<file path="src/rtl/core/ilid_pkg.sv">
// Shared operation codes, status codes and limits for the indexed list.
package ilid_pkg;

  // Operation codes carried by the operation field.
  typedef enum logic [2:0] {
    OP_APPEND  = 3'd0,
    OP_INSERT  = 3'd1,
    OP_READ    = 3'd2,
    OP_DELETE  = 3'd3,
    OP_REPLACE = 3'd4,
    OP_DUMP    = 3'd5
  } op_t;

  // Status codes reported with every result.
  typedef enum logic [1:0] {
    ST_OK    = 2'd0,
    ST_FULL  = 2'd1,
    ST_EMPTY = 2'd2,
    ST_RANGE = 2'd3
  } status_t;

  // A dump emits at most this many results.
  localparam int MAX_RESULTS = 16;

endpackage

</file>
<file path="src/rtl/core/indexed_list_insert_delete.sv">
// Fixed-capacity ordered list of words held in one RAM, with shift by sequencer.
//
//   Channel  Direction  Handshake             Payload
//   input    in         in_valid / in_ready   operation, position, word_in
//   output   out        out_valid / out_ready status, word_out, count, last
//
// Append, replace, errors, an insert at the end and a delete of the last entry
// finish on acceptance. A read loads RAM data in S_READ; a dump reads each entry
// in S_DUMP_RD, captures it in S_DUMP_CAP. Insert and delete move one entry per
// S_MV_RD/S_MV_WR pass on the single RAM port pair, then S_FIN writes an insert.
// Reset clears the state, entry count and output valid; RAM contents stay unknown.
// A stalled output holds a dump in S_DUMP_CAP; input is taken only when idle.
module indexed_list_insert_delete #(
  parameter int CAPACITY  = 16,
  parameter int WORD_BITS = 32
) (
  input  logic                 clk,
  input  logic                 rst,
  input  logic                 in_valid,
  output logic                 in_ready,
  input  logic [2:0]           operation,
  input  logic [3:0]           position,
  input  logic [31:0]          word_in,
  output logic                 out_valid,
  input  logic                 out_ready,
  output ilid_pkg::status_t    status,
  output logic [31:0]          word_out,
  output logic [4:0]           count,
  output logic                 last
);

  import ilid_pkg::*;

  localparam int AW   = (CAPACITY > 1) ? $clog2(CAPACITY) : 1;
  localparam int CW   = $clog2(CAPACITY + 1);
  localparam int CMPW = ((CW > 5) ? CW : 5) + 1;

  typedef enum logic [2:0] {
    S_IDLE,
    S_READ,
    S_DUMP_RD,
    S_DUMP_CAP,
    S_MV_RD,
    S_MV_WR,
    S_FIN
  } state_t;

  state_t               state;
  logic [CW-1:0]        fill;
  logic [CW-1:0]        fill_next;
  logic [AW-1:0]        src;
  logic [AW-1:0]        dst;
  logic [AW-1:0]        stop;
  logic                 shift_up;
  logic [AW-1:0]        dump_idx;
  logic [AW-1:0]        pos_hold;
  logic [WORD_BITS-1:0] word_hold;

  logic                 in_accept;
  logic                 out_free;
  logic                 out_load;
  logic                 out_set;
  logic [WORD_BITS-1:0] word_w;
  logic [CMPW-1:0]      f_x;
  logic [CMPW-1:0]      p_x;
  logic [CMPW-1:0]      cap_x;
  logic [CMPW-1:0]      dump_n;
  logic                 dump_last;
  status_t              dec_status;

  logic                 ram_we;
  logic [AW-1:0]        ram_waddr;
  logic [WORD_BITS-1:0] ram_wdata;
  logic                 ram_re;
  logic [AW-1:0]        ram_raddr;
  logic [WORD_BITS-1:0] ram_rdata;

  assign out_free  = !out_valid || out_ready;
  assign in_ready  = (state == S_IDLE) && out_free;
  assign in_accept = in_valid && in_ready;
  assign word_w    = WORD_BITS'(word_in);
  assign f_x       = CMPW'(fill);
  assign p_x       = CMPW'(position);
  assign cap_x     = CMPW'(CAPACITY);
  assign dump_n    = (f_x < CMPW'(MAX_RESULTS)) ? f_x : CMPW'(MAX_RESULTS);
  assign dump_last = (CMPW'(dump_idx) + CMPW'(1)) == dump_n;

  // Decode the status of the offered transaction and the count it leaves.
  always_comb begin
    dec_status = ST_OK;
    fill_next  = fill;
    case (operation) inside
      OP_APPEND: begin
        if (f_x >= cap_x) begin
          dec_status = ST_FULL;
        end else begin
          fill_next = fill + CW'(1);
        end
      end
      OP_INSERT: begin
        if (p_x >= cap_x || p_x > f_x) begin
          dec_status = ST_RANGE;
        end else if (f_x >= cap_x) begin
          dec_status = ST_FULL;
        end else begin
          fill_next = fill + CW'(1);
        end
      end
      OP_READ, OP_DELETE, OP_REPLACE: begin
        if (fill == '0) begin
          dec_status = ST_EMPTY;
        end else if (p_x >= f_x) begin
          dec_status = ST_RANGE;
        end else if (operation == OP_DELETE) begin
          fill_next = fill - CW'(1);
        end
      end
      OP_DUMP: begin
        if (fill == '0) begin
          dec_status = ST_EMPTY;
        end
      end
      default: begin
        dec_status = ST_OK;
      end
    endcase
  end

  // A read or a non-empty dump delivers its result later from RAM data.
  assign out_load = in_accept && !(dec_status == ST_OK &&
                    (operation == OP_READ || operation == OP_DUMP));

  // A new result enters the output register in this cycle.
  assign out_set = out_load || (state == S_READ) || (state == S_DUMP_CAP && out_free);

  // RAM port control.
  always_comb begin
    ram_we    = 1'b0;
    ram_waddr = dst;
    ram_wdata = ram_rdata;
    ram_re    = 1'b0;
    ram_raddr = src;
    unique case (state)
      S_IDLE: begin
        if (in_accept && dec_status == ST_OK) begin
          if (operation == OP_APPEND) begin
            ram_we    = 1'b1;
            ram_waddr = AW'(fill);
            ram_wdata = word_w;
          end else if ((operation == OP_INSERT && p_x == f_x) ||
                       operation == OP_REPLACE) begin
            ram_we    = 1'b1;
            ram_waddr = AW'(position);
            ram_wdata = word_w;
          end else if (operation == OP_READ) begin
            ram_re    = 1'b1;
            ram_raddr = AW'(position);
          end
        end
      end
      S_DUMP_RD: begin
        ram_re    = 1'b1;
        ram_raddr = dump_idx;
      end
      S_MV_RD: begin
        ram_re    = 1'b1;
        ram_raddr = src;
      end
      S_MV_WR: begin
        ram_we    = 1'b1;
        ram_waddr = dst;
        ram_wdata = ram_rdata;
      end
      S_FIN: begin
        ram_we    = 1'b1;
        ram_waddr = pos_hold;
        ram_wdata = word_hold;
      end
      default: begin
        ram_we = 1'b0;
      end
    endcase
  end

  ilid_ram #(
    .WIDTH(WORD_BITS),
    .DEPTH(CAPACITY)
  ) u_ram (
    .clk  (clk),
    .we   (ram_we),
    .waddr(ram_waddr),
    .wdata(ram_wdata),
    .re   (ram_re),
    .raddr(ram_raddr),
    .rdata(ram_rdata)
  );

  // Sequencer state, entry count and the output register.
  always_ff @(posedge clk) begin
    if (rst) begin
      state     <= S_IDLE;
      fill      <= '0;
      out_valid <= 1'b0;
    end else begin
      // Output valid rises when a result is loaded and falls when it is taken.
      if (out_set) begin
        out_valid <= 1'b1;
      end else if (out_ready) begin
        out_valid <= 1'b0;
      end
      unique case (state)
        S_IDLE: begin
          if (in_accept) begin
            fill      <= fill_next;
            pos_hold  <= AW'(position);
            word_hold <= word_w;
            if (out_load) begin
              status    <= dec_status;
              word_out  <= '0;
              count     <= 5'(fill_next);
              last      <= 1'b1;
            end
            if (dec_status == ST_OK) begin
              if (operation == OP_READ) begin
                state <= S_READ;
              end else if (operation == OP_DUMP) begin
                dump_idx <= '0;
                state    <= S_DUMP_RD;
              end else if (operation == OP_INSERT && p_x != f_x) begin
                src      <= AW'(f_x - CMPW'(1));
                dst      <= AW'(fill);
                stop     <= AW'(position);
                shift_up <= 1'b1;
                state    <= S_MV_RD;
              end else if (operation == OP_DELETE && (p_x + CMPW'(1)) != f_x) begin
                src      <= AW'(p_x + CMPW'(1));
                dst      <= AW'(position);
                stop     <= AW'(f_x - CMPW'(1));
                shift_up <= 1'b0;
                state    <= S_MV_RD;
              end
            end
          end
        end
        S_READ: begin
          status    <= ST_OK;
          word_out  <= 32'(ram_rdata);
          count     <= 5'(fill);
          last      <= 1'b1;
          state     <= S_IDLE;
        end
        S_DUMP_RD: begin
          state <= S_DUMP_CAP;
        end
        S_DUMP_CAP: begin
          if (out_free) begin
            status    <= ST_OK;
            word_out  <= 32'(ram_rdata);
            count     <= 5'(fill);
            last      <= dump_last;
            if (dump_last) begin
              state <= S_IDLE;
            end else begin
              dump_idx <= dump_idx + AW'(1);
              state    <= S_DUMP_RD;
            end
          end
        end
        S_MV_RD: begin
          state <= S_MV_WR;
        end
        S_MV_WR: begin
          if (src == stop) begin
            state <= shift_up ? S_FIN : S_IDLE;
          end else begin
            if (shift_up) begin
              src <= src - AW'(1);
              dst <= dst - AW'(1);
            end else begin
              src <= src + AW'(1);
              dst <= dst + AW'(1);
            end
            state <= S_MV_RD;
          end
        end
        S_FIN: begin
          state <= S_IDLE;
        end
        default: begin
          state <= S_IDLE;
        end
      endcase
    end
  end

  // The list never holds more entries than its capacity.
  a_fill_bound: assert property (@(posedge clk) disable iff (rst)
    CMPW'(fill) <= CMPW'(CAPACITY))
    else $error("entry count exceeds capacity");

  // The count changes only in the cycle a transaction is taken.
  a_fill_stable: assert property (@(posedge clk) disable iff (rst)
    !$past(in_accept) |-> $stable(fill))
    else $error("entry count changed outside an accepted transaction");

  // RAM writes come only from an accepted transaction or the shift sequencer.
  a_write_src: assert property (@(posedge clk) disable iff (rst)
    ram_we |-> ((state == S_IDLE && in_accept) || state == S_MV_WR || state == S_FIN))
    else $error("unexpected RAM write");

  // The final dump result returns the sequencer to idle.
  a_dump_end: assert property (@(posedge clk) disable iff (rst)
    (state == S_DUMP_CAP && out_free && dump_last) |=> (state == S_IDLE && last))
    else $error("dump did not finish after its last result");

endmodule

</file>
<file path="src/rtl/core/ilid_ram.sv">
// Generic simple dual-port RAM with one write port and one registered read port.
module ilid_ram #(
  parameter int WIDTH = 32,
  parameter int DEPTH = 16
) (
  input  logic                                 clk,
  input  logic                                 we,
  input  logic [(DEPTH > 1 ? $clog2(DEPTH) : 1)-1:0] waddr,
  input  logic [WIDTH-1:0]                     wdata,
  input  logic                                 re,
  input  logic [(DEPTH > 1 ? $clog2(DEPTH) : 1)-1:0] raddr,
  output logic [WIDTH-1:0]                     rdata
);

  logic [WIDTH-1:0] mem [DEPTH];

  // Write port, and a read port whose data holds until the next read.
  always_ff @(posedge clk) begin
    if (we) begin
      mem[waddr] <= wdata;
    end
    if (re) begin
      rdata <= mem[raddr];
    end
  end

endmodule

</file>
<file path="config.mk">
export PLATFORM = sky130hd
export DESIGN_NAME = indexed_list_insert_delete
export DESIGN_NICKNAME = d
export VERILOG_FILES = /design/src/rtl/core/ilid_pkg.sv /design/src/rtl/core/indexed_list_insert_delete.sv /design/src/rtl/core/ilid_ram.sv
export SDC_FILE = /design/constraint.sdc
export NUM_CORES = 1
export LEC_CHECK = 0
export BUFFER_PORTS_ARGS = -buffer_cell sky130_fd_sc_hd__buf_2
export CAP_MARGIN = 20
export CELL_PAD_IN_SITES_DETAIL_PLACEMENT = 1
export CELL_PAD_IN_SITES_GLOBAL_PLACEMENT = 2
export CORE_MARGIN = 8
export CORE_UTILIZATION = 40
export CTS_CLUSTER_SIZE = 30
export DETAILED_ROUTE_END_ITERATION = 10
export GPL_ROUTABILITY_DRIVEN = 0
export PLACE_DENSITY = 0.78
export SETUP_SLACK_MARGIN = 0.5
export SYNTH_ARGS = -nofsm -noshare
export SYNTH_HDL_FRONTEND = slang
export SYNTH_SLANG_ARGS = --single-unit
</file>
<file path="constraint.sdc">
create_clock -name clk -period 8.34 [get_ports clk]
set_input_delay 1.251 -clock clk [delete_from_list [all_inputs] [get_ports clk]]
set_output_delay 1.251 -clock clk [all_outputs]
set_load 0.1 [all_outputs]
</file>
==> results.tsv <==
metric	value	unit
status	finished, final reports clean	
worstPathMaxFanout	19	
tritoncts	done	
ys_ff_latch	646	
place_area	28510	µm²
dp_slack	2.586	ns
coreArea	66920	µm²
finalPower	8.938	mW
fin_crit_sh	65.04	%
ir_drop	0.0001422	V
grt_max_degree	175	
synth_area_leaders	edfxtp_1, nand2_1, a211oi_1, mux2i_1, and2_1	
drive_gt1_share	14.56	%
diodes	0	
grt_pass1_wl	108600	µm
fmax	184.4	MHz
wire_per_inst	24.84	µm
fillers	6663	
dieArea	75830	µm²
initial_utilization	40.21	%
synthCells	1877	
wl	71530	µm
worstSetupPathType	register to register	
leakage	10.43	nW
clock_skew	0.02395	ns
hpwl	42540	µm
critical_path.cell_chain	inv_1 > ha_1 > and2_1 > nand4_1 > o2111ai_1 > a21boi_0 > nor2_1 > o21ai_0 > nand4b_1 > nor2_4 > buf_4	
grt_overflow	0	
synth-async-reset-ratio	0	%
synth_top_flop_cell	edfxtp_1	
start_kind	register	
synth-edff-count	637	
num_vias	16382	
die_x	275.4	µm
synth_top_area_share	71.08	%
rows	95	
avgSynthCellArea	14.34	µm²
via_per_inst	5.690	
synth_area	26910	µm²
clk_pin_slew	0.05	ns
ys_types	63	
design_area	30930	µm²
hold_class	register to register	
ctsHoldBuffers	0	
power_per_cell_area	289.0	nW/µm²
cp.arrival	5.68	ns
max_slew_margin	36.14	%
fin_nets	2010	
final_cell_count_no_fill	2879	
placed_cells	2751	
final.setup.tns	0	ns
post_cts_buffers	0	
grt_usage	18.90	%
crit_buf_inv	2	
hold_viol	0	
cts_resized	0	
cts.path.max_buffers	3	
syn2layout_area_growth	14.92	%
cts.sinks	646	
grt_pass1_vias	17082	
swShare	29.23	%
period_needed	5.424	ns
p_clk_share	36.4	%
endpoint_kind	register	
worst_path_max_delay_cell	dfxtp_1	
drt-pass1-iter-count	4	
pwr-share-comb	18.9	%
max_cap_violations	0	
io_buffers	84	
setup_violations	0	
internal-power	6.325	mW
ctsHtreeMaxLevel	3	
crit_path_max_incr_delay	0.77	ns
p_seq_share	44.7	%
grt_antenna_before_repair	1	
final_cell_mix	edfxtp_1, nand2_1, a211oi_1	
die_y	275.4	µm
cts_buffers	72	
cp_top_family	simple AND/OR/NAND/NOR gates	
rsz0062_at_grt	false	
yosys.area.top_type	edfxtp_1	
synth_warnings	0	
final_max_slew_viol_count	0	
ios	85	
yosysSeqAreaShare	71.75	%
syn_nets	1935	
setup_slack	2.916	ns
clk_latency	0.62	ns
final_common_cell	edfxtp_1	
p_switching	2.612	mW
required	8.59	ns
first_iter_violations	1050	
root_buffer	clkbuf_16	
drc	0	
ant_nets	0	
worstMarginPinSlew	0.9549	ns
[metrics by stage]
step           hold slack [ns]  util (%)
6_report                0.5501     46.21
5_1_grt                 0.5806     46.21
4_1_cts                 0.5525     46.21
3_5_place_dp            0.5392     42.60
3_3_place_gp            0.5374     42.30
2_1_floorplan           0.5244         -
[cell families (layout without fill, tap and decap cells)]
logic type	after synthesis	in the layout	synth area share, %
muxes	102	102	3.957
buffers and inverters	134	263	2.288
adders and majority gates	15	15	0.7532
xor gates and xnor gates	24	24	0.7811
DFF	646	646	71.75
AOI/OAI and AO/OA	377	377	10.32
and+or+nand+nor	579	579	10.15
[cell usage after synthesis (all sizes together), types with 2 or more instances]
| master | instances |
|---|---|
| edfxtp | 637 |
| nand2 | 294 |
| and2 | 133 |
| a211oi | 103 |
| clkbuf | 76 |
| a31oi | 70 |
| mux2i | 67 |
| nor2 | 62 |
| buf | 44 |
| and3 | 40 |
| o21ai | 38 |
| a22oi | 35 |
| mux2 | 35 |
| o32ai | 34 |
| a221o | 32 |
| a21oi | 21 |
| xnor2 | 18 |
| inv | 14 |
| ha | 13 |
| nor3 | 10 |
| dfxtp | 9 |
| nand3 | 8 |
| nor2b | 8 |
| o22ai | 7 |
| nand4 | 6 |
| o211ai | 6 |
| xor2 | 6 |
| a21o | 5 |
| nand2b | 5 |
| o21a | 5 |
| nand4b | 3 |
| nor3b | 3 |
| o22a | 3 |
| a21boi | 2 |
| a32oi | 2 |
| fa | 2 |
| o2111a | 2 |
| o311ai | 2 |
| or3 | 2 |
[cell type report]
type,count,area [µm²],share of cell area [%]
sequential,646,19310,62.43
multi-input combinational,1097,7197,23.27
clock buffer,92,1941,6.275
tap,873,1092,3.532
timing repair buffer,121,858.3,2.775
clock inverter,36,478.0,1.545
inverter,14,52.55,0.1699
[power groups by stage]
stage	Clock [mW]	Sequential (mW)	Combinational, mW
floorplan	0	4.24	0.963
global placement	0	4.06	1.63
detailed placement	0	4.06	1.69
CTS	3.32	4.00	1.70
global route	3.43	4.01	1.83
finish	3.25	4.00	1.69
[worst reg2reg max path, delay by kind of cell, from the launching register on]
family / cells / cell delay [ns]
adder cells (fa/ha/maj): 1 / 0.38
buffers and inverters: 2 / 0.73
AO/OA/AOI/OAI: 3 / 1.31
flip-flops: 1 / 0.77
AND/OR/NAND/NOR: 5 / 1.87
[state kept, by name (all words and copies together), names as in the netlist, 2 cells and up]
register and cells:
dst 4, status 2, u_ram.rdata 32, src 4, state 3, pos_hold 4, fill 5, u_ram.mem 512
word_out 32, dump_idx 4, stop 4, count 5, word_hold 32
[routing by layer]
| layer | share of wire, % | routed length (µm) | global-route usage (%) |
|---|---|---|---|
| met4 | 2.5 | 1772 | 5.672 |
| met1 | 44 | 31350 | 25.66 |
| met5 | 0 | 0 | 0 |
| met3 | 5.8 | 4124 | 3.811 |
| met2 | 48 | 34280 | 30.57 |
[final timing paths]
check	start	end	slack (ns)	depth (start not counted)
worst min-delay path	u_ram.rdata[31]	word_out[31]	0.55	1
worst max register to register	fill[2]	u_ram.mem[1][14]	2.92	11
worst max-delay path	fill[2]	u_ram.mem[1][14]	2.92	11
worst min register to register	u_ram.rdata[31]	word_out[31]	0.55	1
(Power assumes the default switching activity.)
